===== config.mk =====
export PLATFORM = sky130hd
export DESIGN_NAME = isd_ctrl
export DESIGN_NICKNAME = d
export VERILOG_FILES = /design/src/design/isd_pkg.sv /design/src/design/isd_ctrl.sv
export SDC_FILE = /design/constraint.sdc
export NUM_CORES = 1
export LEC_CHECK = 0
export BUFFER_PORTS_ARGS = -buffer_cell sky130_fd_sc_hd__buf_2
export CORE_AREA = 5 5 42 44
export CTS_CLUSTER_SIZE = 24
export DETAILED_ROUTE_END_ITERATION = 8
export DIE_AREA = 0 0 47 49
export GPL_TIMING_DRIVEN = 0
export PLACE_DENSITY = 0.57
export SYNTH_ARGS = -nofsm -noshare
export SYNTH_HDL_FRONTEND = slang
export SYNTH_SLANG_ARGS = --single-unit

===== constraint.sdc =====
create_clock -name clk -period 1.6 [get_ports clk]
set_clock_uncertainty 0.05 [all_clocks]
set_input_delay 0.32 -clock clk [delete_from_list [all_inputs] [get_ports clk]]
set_output_delay 0.32 -clock clk [all_outputs]
set_load 0.02 [all_outputs]

===== src/design/isd_pkg.sv =====
// Shared constants and types for the IMU stillness detector.
`default_nettype none
package isd_pkg;

  localparam int WINDOW      = 100;
  localparam int SAMPLE_BITS = 16;
  localparam int NCH         = 6;
  localparam int NRATE       = 3;

  localparam int CNT_BITS    = $clog2(WINDOW + 2);
  localparam int SLOT_BITS   = $clog2(WINDOW);
  localparam int SUM_BITS    = SAMPLE_BITS + CNT_BITS;
  localparam int ITER_BITS   = $clog2(SUM_BITS);
  localparam int RING_BITS   = NCH * SAMPLE_BITS;
  localparam int DATA_BITS   = ((RING_BITS + 7) / 8) * 8;

  localparam int THR_BITS    = 16;
  localparam int DEV_BITS    = SAMPLE_BITS + 1;
  localparam int CMP_BITS    = (DEV_BITS > THR_BITS + 1) ? DEV_BITS : THR_BITS + 1;
  localparam logic [THR_BITS-1:0] THR_RESET = THR_BITS'(30);

  localparam int CFG_IDX_BITS = 8;
  localparam logic [CFG_IDX_BITS-1:0] REG_GYRO_TH  = CFG_IDX_BITS'(0);
  localparam logic [CFG_IDX_BITS-1:0] REG_ACCEL_TH = CFG_IDX_BITS'(1);

  localparam int USER_BITS  = 2;
  localparam int USR_MOVING = 0;
  localparam int USR_READY  = 1;

  typedef logic signed [SAMPLE_BITS-1:0] sample_t;
  typedef logic signed [SUM_BITS-1:0]    sum_t;

  typedef struct packed {
    logic load;    // take the sample, add it to the sums
    logic prep;    // set up the dividers
    logic step;    // one quotient bit
    logic finish;  // judge, retire oldest sample, load result
  } ctrl_cmd_t;

endpackage
`default_nettype wire


===== src/design/isd_ctrl.sv =====
// Sequencer for the stillness detector: accept, divide, finish, hand off.
`default_nettype none
module isd_ctrl (
  input  wire logic              clk,
  input  wire logic              rst,
  input  wire logic              s_tvalid,
  output logic                   s_tready,
  input  wire logic              m_tready,
  output logic                   m_tvalid,
  output isd_pkg::ctrl_cmd_t     cmd
);
  import isd_pkg::*;

  typedef enum logic [3:0] {
    ST_IDLE   = 4'b0001,
    ST_PREP   = 4'b0010,
    ST_DIV    = 4'b0100,
    ST_FINISH = 4'b1000
  } state_t;

  state_t               state, state_next;
  logic [ITER_BITS-1:0] iter;
  logic                 out_free;

  assign out_free = !m_tvalid || m_tready;
  assign s_tready = (state == ST_IDLE);

  always_comb begin
    state_next = state;
    cmd        = '0;
    case (state)
      ST_IDLE: begin
        if (s_tvalid) begin
          cmd.load   = 1'b1;
          state_next = ST_PREP;
        end
      end
      ST_PREP: begin
        cmd.prep   = 1'b1;
        state_next = ST_DIV;
      end
      ST_DIV: begin
        cmd.step = 1'b1;
        if (iter == '0) state_next = ST_FINISH;
      end
      ST_FINISH: begin
        if (out_free) begin
          cmd.finish = 1'b1;
          state_next = ST_IDLE;
        end
      end
      default: state_next = ST_IDLE;
    endcase
  end

  always_ff @(posedge clk) begin
    if (rst) begin
      state    <= ST_IDLE;
      iter     <= '0;
      m_tvalid <= 1'b0;
    end else begin
      state <= state_next;
      if (cmd.prep) iter <= ITER_BITS'(SUM_BITS - 1);
      else if (cmd.step) iter <= iter - 1'b1;
      if (cmd.finish) m_tvalid <= 1'b1;
      else if (m_tready) m_tvalid <= 1'b0;
    end
  end

endmodule
`default_nettype wire


; Yosys cells after proc, flatten, opt, wreduce, memory -nomap -nowiden
; Cells that the tools add are included.
[classes]
n_addsub = 1
n_eq_ne = 7
muxes = 14
n_reduce_logical = 7
[op_table]
columns = cell, count
row1 = 4-bit case mux with 4 select lines, 1
row2 = 4-bit two-way mux, 3
row3 = 5-bit two-way mux, 2
row4 = 1-bit two-way mux, 8
row5 = 2-bit != test (second input constant), 3
row6 = 5-bit zero test, 1
row7 = 5-bit by 1-bit subtractor with 5-bit output (second input constant), 1
row8 = 4-bit by 1-bit equality test with 1-bit output (second input constant), 1
row9 = 4-bit by 2-bit equality test with 1-bit output (second input constant), 1
row10 = 4-bit by 3-bit equality test with 1-bit output (second input constant), 1
row11 = 4-bit equality test (second input constant), 1
row12 = 2-bit nonzero test, 2
row13 = 3-bit AND reduction, 1
row14 = 2-bit OR reduction, 1
row15 = 1-bit zero test, 1
row16 = 1-bit logical OR, 1
[totals]
reg_bits = 10
out_inout_bits = 6
wordCells = 33

; Depth between registers and ports, before layout
; Gate-level depths: netlist (run 1).
[depth]
depth_word = 5
ltp_mapped = 5
depth_no_buf = 5

; Worst setup path after synthesis (run 1)
; No wires, ideal clock.
[synth_path]
kind = flip-flop to output port
start = register state[0]
end = output port cmd[3] in the netlist's numbering
t_arrival_ns = 1.613
required_time_ns = 1.230
setup_slack_ns = -0.383
path_stages_with_launch = 3
path_buffers = 0
cell_sequence = dfxtp_1 nor4b_1 and2_1
[synth_lines]
columns = item, line_no
row1 = start: declaration, isd_ctrl.sv:21  ; state_t state, state_next;
row2 = start signal: assignment, isd_ctrl.sv:62  ; state <= state_next;
row3 = end: declaration, isd_ctrl.sv:10  ; output isd_pkg::ctrl_cmd_t cmd

==> results of run 1 <==
## final timing paths
| path | from | to | slack, ns | cells after the start |
|---|---|---|---|---|
| setup / recovery | state[1] | cmd[0] | -0.19 | 3 |
| hold / removal | rst | m_tvalid | 0.28 | 2 |
| setup reg to reg | state[1] | iter[3] | -0.12 | 4 |
| hold reg to reg | iter[3] | iter[3] | 0.48 | 2 |
## report_power, final
part / internal (mW) / switching [mW]
clock: 0.138 / 0.0931
combinational: 0.0546 / 0.0417
sequential: 0.256 / 0.0141
## stage by stage
| step | total power [mW] | setup TNS, ns |
|---|---|---|
| after floorplan | 0.328 | -0.0654 |
| after global placement | 0.347 | -0.461 |
| after detailed placement | 0.349 | -0.414 |
| after CTS | 0.597 | -0.723 |
| after global routing | 0.628 | -0.941 |
| final | 0.598 | -0.599 |
## state kept, by name, indices dropped and copies added (netlist names)
register and count:
iter 5, state 4, m_tvalid 1
## per-layer routing
layer / GRT usage / up-vias
li1: - / 232
met5: 0 / -
met1: 0.147 / 219
met2: 0.176 / 15
met4: 0.0691 / 0
met3: 0.0443 / 3
## worst max-delay path, cell delays in order, from the launching register on
cell	delay, ns
dfxtp_2	0.35
or4b_4	0.56
nor2b_4	0.12
buf_6	0.11
## layout make-up
class	instances	area, um2
Buffer	1	5.00
Clock buffer	4	36.3
Fill cell	131	653
Inverter	5	23.8
Multi-Input combinational cell	35	310
Sequential cell	10	210
Tap cell	16	20.0
Timing Repair Buffer	16	143
## cell usage after synthesis (2+ instances only)
cell type,count
nor2_1,2
or3_1,2
o21ai_0,2
nor2b_1,4
inv_1,4
nor3_1,3
a21oi_1,2
a311oi_1,2
or4b_2,2
a211oi_1,3
dfxtp_1,10
## cells by family after synthesis
group                    share of synthesized area
flip-flops                                   0.405
AO/OA/AOI/OAI                                0.187
AND/OR/NAND/NOR                              0.301
XOR/XNOR                                    0.0177
adder cells (fa/ha/maj)                     0.0253
buffers and inverters                       0.0633
## cell usage in the layout, fill, tap and decap left out, drive strengths merged
cell,instances
ha,1
a21oi,2
clkinv,1
clkbuf,5
nand2b,1
or4b,3
buf,16
xnor2,1
and2,1
dfxtp,10
inv,4
a211oi,3
o21bai,1
nor4b,2
a21o,1
o22ai,1
nor2b,4
and4,1
or3,2
o21ai,2
a311oi,2
nor2,2
nor4bb,1
o311a,1
nor3,3
## timing repair
item                                    CTS  global route
endpoints found under the setup margin    7            11
hold buffers                              0             0
resized for setup                        19             9
pin swaps                                 5             6
setup buffers                             6             2
hold endpoints to repair                  0             0
==> metrics.txt, run 1 <==
Async SR Flop Fraction 0; crit start category flop; routed vias 469; Die Y 49 um; clock insertion delay at the later pin of the skew report 0.27 ns; top cell type's share of synthesized area 0.405; Final Max Tran Viols 0; final hold violation count 0; Final setup viols 6; endpoint class of the critical path output pin; hold slack final 0.281 ns; flops & latches, synth 10; Max rail drop VDD 0.533 mV; clock buffers created by TritonCTS 3; Mapped Area 494 um2; post-route insts no fill 87; total global routing overflow 0; critical path arrival 1.42 ns; initial antenna violation count 0; Placed Instances 76; max cap viols 0; CTS sink cnt 10; Leakage 0.310 nW; unrepaired setup endpoints after global routing true; row count 14; f_max 0.560 GHz; Synth cell types 27; number of synthesized flops with an enable pin 0; Layout area overhead 51.4%; Finished Cell Area 748 um2; die width 47 um; vias in the first global route 455; syn avg cell area 9.50 um2; met2 routed WL 556 um; CTS Buffer Depth 2; first-pass GRT wire length 2.03 mm; Final Cycle Share 1.12; Buffers on Ports 8; sequential area share after synthesis 0.405; worst min path class input port to flop; worst path required time 1.23 ns; DP Worst Slack -0.174 ns; residual DRC count 0; DP Wirelength 737 um; die area 2300 um2; Layout Nets 77; CTS tree built; Mapped Cells 52; Worst-path clk slew 0.07 ns; Synth Warn # 0; placed cell area 568 um2; Max FO, Critical Path 5; final WL 1.12 mm; power density cells 799 nW/um2; relative slew slack 0.818; Routed Antenna Nets 0; share of layout cells above drive strength 1 0.507; violated checks negative setup slack; Starting DRT DRC Count 7; Metal-1 WL 476 um; initial core utilization 0.353; largest cells by area after synthesis dfxtp_1, nor2b_1, a211oi_1; worst slew pin tran 0.269 ns; Core Area 1400 um2; top routing layer used met4; first-pass iteration count of the detailed router 4; WL met3 67 um; Primary FF master, synth dfxtp_1; critical path class flop to output pin; Root Buffer Master clkbuf_4; Wirelength per Cell 12.9 um; I/O pins 10; post-layout util 0.534; Period minus WS final 1.79 ns; total inserted antenna cells 0; DR vias/cell 5.39; final setup margin -0.185 ns; gpl congestion 0.645; syn nets 57; status complete, but fails checks; area leader, netlist dfxtp_1; Total GRT Usage 0.121; largest net degree at the start of global routing 9; H-tree levels 1
Power figures use the tool's default switching activity.
==> run 2: changes to the inputs <==
--- a/config.mk
+++ b/config.mk
@@ -12,6 +12,7 @@
 export DIE_AREA = 0 0 47 49
 export GPL_TIMING_DRIVEN = 0
 export PLACE_DENSITY = 0.57
+export REMOVE_ABC_BUFFERS = 1
 export SYNTH_ARGS = -nofsm -noshare
 export SYNTH_HDL_FRONTEND = slang
 export SYNTH_SLANG_ARGS = --single-unit
==> metrics.txt, run 2 (synthesis gave the netlist of run 1 again) <==
CTS sink cnt 10; WP buf/inv 1; H-tree levels 1; Layout area overhead 48.1%; initial core utilization 0.353; Largest regs iter x5, state x4, m_tvalid x1; vias in the first global route 403; CP peak stage delay 0.53 ns; I/O pins 10; Wirelength per Cell 13.4 um; r2r worst-path depth 3; clock buffers created by TritonCTS 3; critical path arrival 1.41 ns; Max rail drop VDD 0.429 mV; Hold Path Origin rst; most common cell after layout, fill and taps aside buf_4; Die Y 49 um; Critical Path, Cell by Cell or4b_4, nor2b_1, buf_4; Placed Instances 75; CP startpoint state[1]; worst slew pin tran 0.291 ns; Period minus WS final 1.78 ns; Total GRT Usage 0.102; die area 2300 um2; status complete, but fails checks; Final Cycle Share 1.11; Leakage 0.290 nW; Final setup viols 4; relative slew slack 0.806; Starting DRT DRC Count 9; Worst-path clk slew 0.06 ns; first-pass GRT wire length 1.68 mm; row count 14; hold slack final 0.299 ns; f_max 0.563 GHz; largest net degree at the start of global routing 9; Critical R2R Capture iter[3]; gpl congestion 0.721; Total Power 0.519 mW; Crit-path slowest cell or4b_4; power density cells 709 nW/um2; first-pass iteration count of the detailed router 4; share of layout cells above drive strength 1 0.535; clock insertion delay at the later pin of the skew report 0.25 ns; DR vias/cell 5.34; placed cell area 547 um2; DP Wirelength 697 um; Final Max Tran Viols 0; Top Family by Delay on Critical Path simple AND/OR/NAND/NOR gates; final WL 1.17 mm; post-route insts no fill 87; residual DRC count 0; Root Buffer Master clkbuf_4; final setup margin -0.176 ns; Finished Cell Area 732 um2; R2R Path Start state[3]; Routed Antenna Nets 0; max FFs per register 5; Layout Nets 78; critical path class flop to output pin; worst path required time 1.23 ns; routed vias 465; CTS Buffer Depth 2; Hold Path Depth 2; total global routing overflow 0; largest reg by FF count iter; crit start category flop; CTS tree built; final hold violation count 0; final setup TNS -0.421 ns; worst min path class input port to flop; endpoint class of the critical path output pin; initial antenna violation count 0; violated checks negative setup slack; Max FO, Critical Path 5; Hold EP state[1]; Buffers on Ports 9; Core Area 1400 um2; R2R Setup Slk -0.01 ns; unrepaired setup endpoints after global routing true; die width 47 um; max cap viols 0; total inserted antenna cells 0; commonest non-fill, non-tap cells in the layout buf_4, buf_2, dfxtp_1, inv_1
## run 2: area by class of cell
class	instances	area, um2
Tap cell	16	20.0
Sequential cell	10	213
Fill cell	144	669
Inverter	5	23.8
Multi-Input combinational cell	35	322
Timing Repair Buffer	18	131
Clock buffer	3	22.5
## run 2: what timing repair did
item                                    4_1_cts  5_1_grt
pin swaps                                     4        4
endpoints found under the hold margin         0        0
gates resized for setup                      17        9
buffers inserted                              3        6
hold buffers                                  0        0
endpoints found under the setup margin        8       10
## run 2: worst max path at each step
| stage | end | slack [ns] | cells past startpoint |
|---|---|---|---|
| after floorplan | cmd[3] | -0.38 | 2 |
| after global placement | cmd[0] | -0.12 | 3 |
| after detailed placement | cmd[0] | -0.12 | 3 |
| after CTS | cmd[0] | -0.20 | 3 |
| after global routing | cmd[0] | -0.23 | 3 |
| final | cmd[0] | -0.18 | 3 |
## run 2: metal layers
| metal | GRT usage | wire length [um] |
|---|---|---|
| met2 | 0.158 | 594 |
| met4 | 0.0553 | 9 |
| met5 | 0 | 0 |
| met1 | 0.117 | 505 |
| met3 | 0.0332 | 56 |
## run 2: report_power, final
part           switching (mW)  internal, mW  leakage, nW  total, mW
sequential             0.0137         0.256       0.0832      0.270
combinational          0.0419        0.0476        0.193     0.0895
clock                  0.0739        0.0862       0.0138      0.160
total                   0.130         0.390        0.290      0.519
## run 2: worst reg2reg max path, cell delays in order, from the launching register on
cell,delay [ns]
dfxtp_4,0.37
or4b_4,0.59
or3_4,0.36
a211oi_2,0.17
## run 2: metrics by stage
step	util	setup WS (ns)
floorplan	-	-0.383
global placement	0.390	-0.118
detailed placement	0.390	-0.119
CTS	0.463	-0.196
global route	0.522	-0.230
finish	0.522	-0.176
==> run 3: changes to the inputs <==
--- a/config.mk
+++ b/config.mk
@@ -13,6 +13,7 @@
 export GPL_TIMING_DRIVEN = 0
 export PLACE_DENSITY = 0.57
 export REMOVE_ABC_BUFFERS = 1
+export SETUP_SLACK_MARGIN = 0.3
 export SYNTH_ARGS = -nofsm -noshare
 export SYNTH_HDL_FRONTEND = slang
 export SYNTH_SLANG_ARGS = --single-unit
==> metrics.txt, run 3 (synthesis gave the netlist of run 1 again) <==
Largest regs iter x5, state x4, m_tvalid x1; critical path class flop to output pin; Starting DRT DRC Count 6; power density cells 699 nW/um2; Crit-path slowest cell or4b_4; Top Family by Delay on Critical Path simple AND/OR/NAND/NOR gates; worst min path class input port to flop; initial core utilization 0.353; max cap viols 0; die area 2300 um2; max FFs per register 5; Hold Path Origin rst; violated checks negative setup slack; relative slew slack 0.795; share of layout cells above drive strength 1 0.606; largest net degree at the start of global routing 9; Final Cycle Share 1.11; switching power 0.130 mW; CTS tree built; Seq pwr share 0.517; Worst-path clk slew 0.06 ns; worst slew pin tran 0.306 ns; routed vias 466; DP Wirelength 697 um; I/O pins 10; clock buffers created by TritonCTS 3; clock share of power 0.306; combinational share of power 0.177; CTS sink cnt 10; Final setup viols 3; CP peak stage delay 0.53 ns; Total GRT Usage 0.102; Max rail drop VDD 0.433 mV; most common cell after layout, fill and taps aside buf_4; initial antenna violation count 0; total inserted antenna cells 0; Die Y 49 um; WP buf/inv 1; final WL 1.15 mm; placed cell area 547 um2; Wirelength per Cell 13.2 um; unrepaired setup endpoints after global routing true; row count 14; residual DRC count 0; vias in the first global route 404; Fillers 141; total global routing overflow 0; CTS Buffer Depth 2; H-tree levels 1; Routed Antenna Nets 0; die width 47 um; final setup margin -0.176 ns; worst path required time 1.23 ns; largest reg by FF count iter; Internal 0.392 mW; final setup TNS -0.426 ns; Critical Path, Cell by Cell or4b_4, nor2b_1, buf_4; Core Area 1400 um2; critical path arrival 1.41 ns; Total Power 0.522 mW; clock insertion delay at the later pin of the skew report 0.25 ns; first-pass GRT wire length 1.68 mm; status complete, but fails checks; DR vias/cell 5.36; final hold violation count 0; CP startpoint state[1]; Finished Cell Area 747 um2; gpl congestion 0.721; crit start category flop; commonest non-fill, non-tap cells in the layout buf_4, buf_2, dfxtp_1; Root Buffer Master clkbuf_4; Final Max Tran Viols 0; Layout area overhead 51.1%; first-pass iteration count of the detailed router 4; f_max 0.563 GHz; Period minus WS final 1.78 ns; Layout Nets 78; Leakage 0.294 nW; switching share of total power 0.249; Buffers on Ports 9; endpoint class of the critical path output pin; Max FO, Critical Path 5; R2R Path Start state[3]
==> run 3: cell counts in the layout (fill, tap and decap cells not counted) <==
Identical to the previous run, type by type.
==> run 3: worst paths after layout <==
kind	to	cells past startpoint	slack, ns
setup / recovery	cmd[0]	3	-0.18
hold / removal	m_tvalid	2	0.29
hold reg to reg	iter[0]	2	0.51
setup reg to reg	iter[3]	3	0
==> run 3: metrics by stage <==
| step | hold slack (ns) | utilization | cells | worst slack (ns) |
|---|---|---|---|---|
| floorplan | 0.339 | - | 50 | -0.383 |
| global placement | 0.458 | 0.390 | 75 | -0.118 |
| detailed placement | 0.450 | 0.390 | 75 | -0.119 |
| CTS | 0.282 | 0.476 | 81 | -0.196 |
| global route | 0.301 | 0.533 | 87 | -0.230 |
| finish | 0.289 | 0.533 | 87 | -0.176 |
==> run 3: layout make-up <==
type                            count  area (um2)  area share
Tap cell                           16        20.0      0.0268
Timing Repair Buffer               18         134       0.179
Clock buffer                        3        22.5      0.0302
Inverter                            5        23.8      0.0318
Multi-Input combinational cell     35         333       0.446
Sequential cell                    10         214       0.286
==> run 3: layer usage <==
layer	global-route usage	wire length, um	vias to the layer above	share of wire
met5	0	0	-	0
met4	0.0553	9	0	0.0078
met3	0.0332	62	2	0.054
met2	0.158	572	13	0.50
met1	0.118	505	218	0.44
li1	-	-	233	-
==> run 3: timing repair <==
item / CTS / global route
endpoints found under the setup margin: 15 / 13
hold buffers: 0 / 0
gates resized for setup: 21 / 11
pin swaps: 5 / 4
buffers inserted: 3 / 6
==> run 3: power by group through the flow <==
stage | sequential (mW) | clock [mW] | combinational (mW)
3_5_place_dp | 0.275 | 0 | 0.0714
4_1_cts | 0.269 | 0.166 | 0.0822
6_report | 0.270 | 0.160 | 0.0924
5_1_grt | 0.271 | 0.182 | 0.100
2_1_floorplan | 0.272 | 0 | 0.0506
3_3_place_gp | 0.274 | 0 | 0.0702
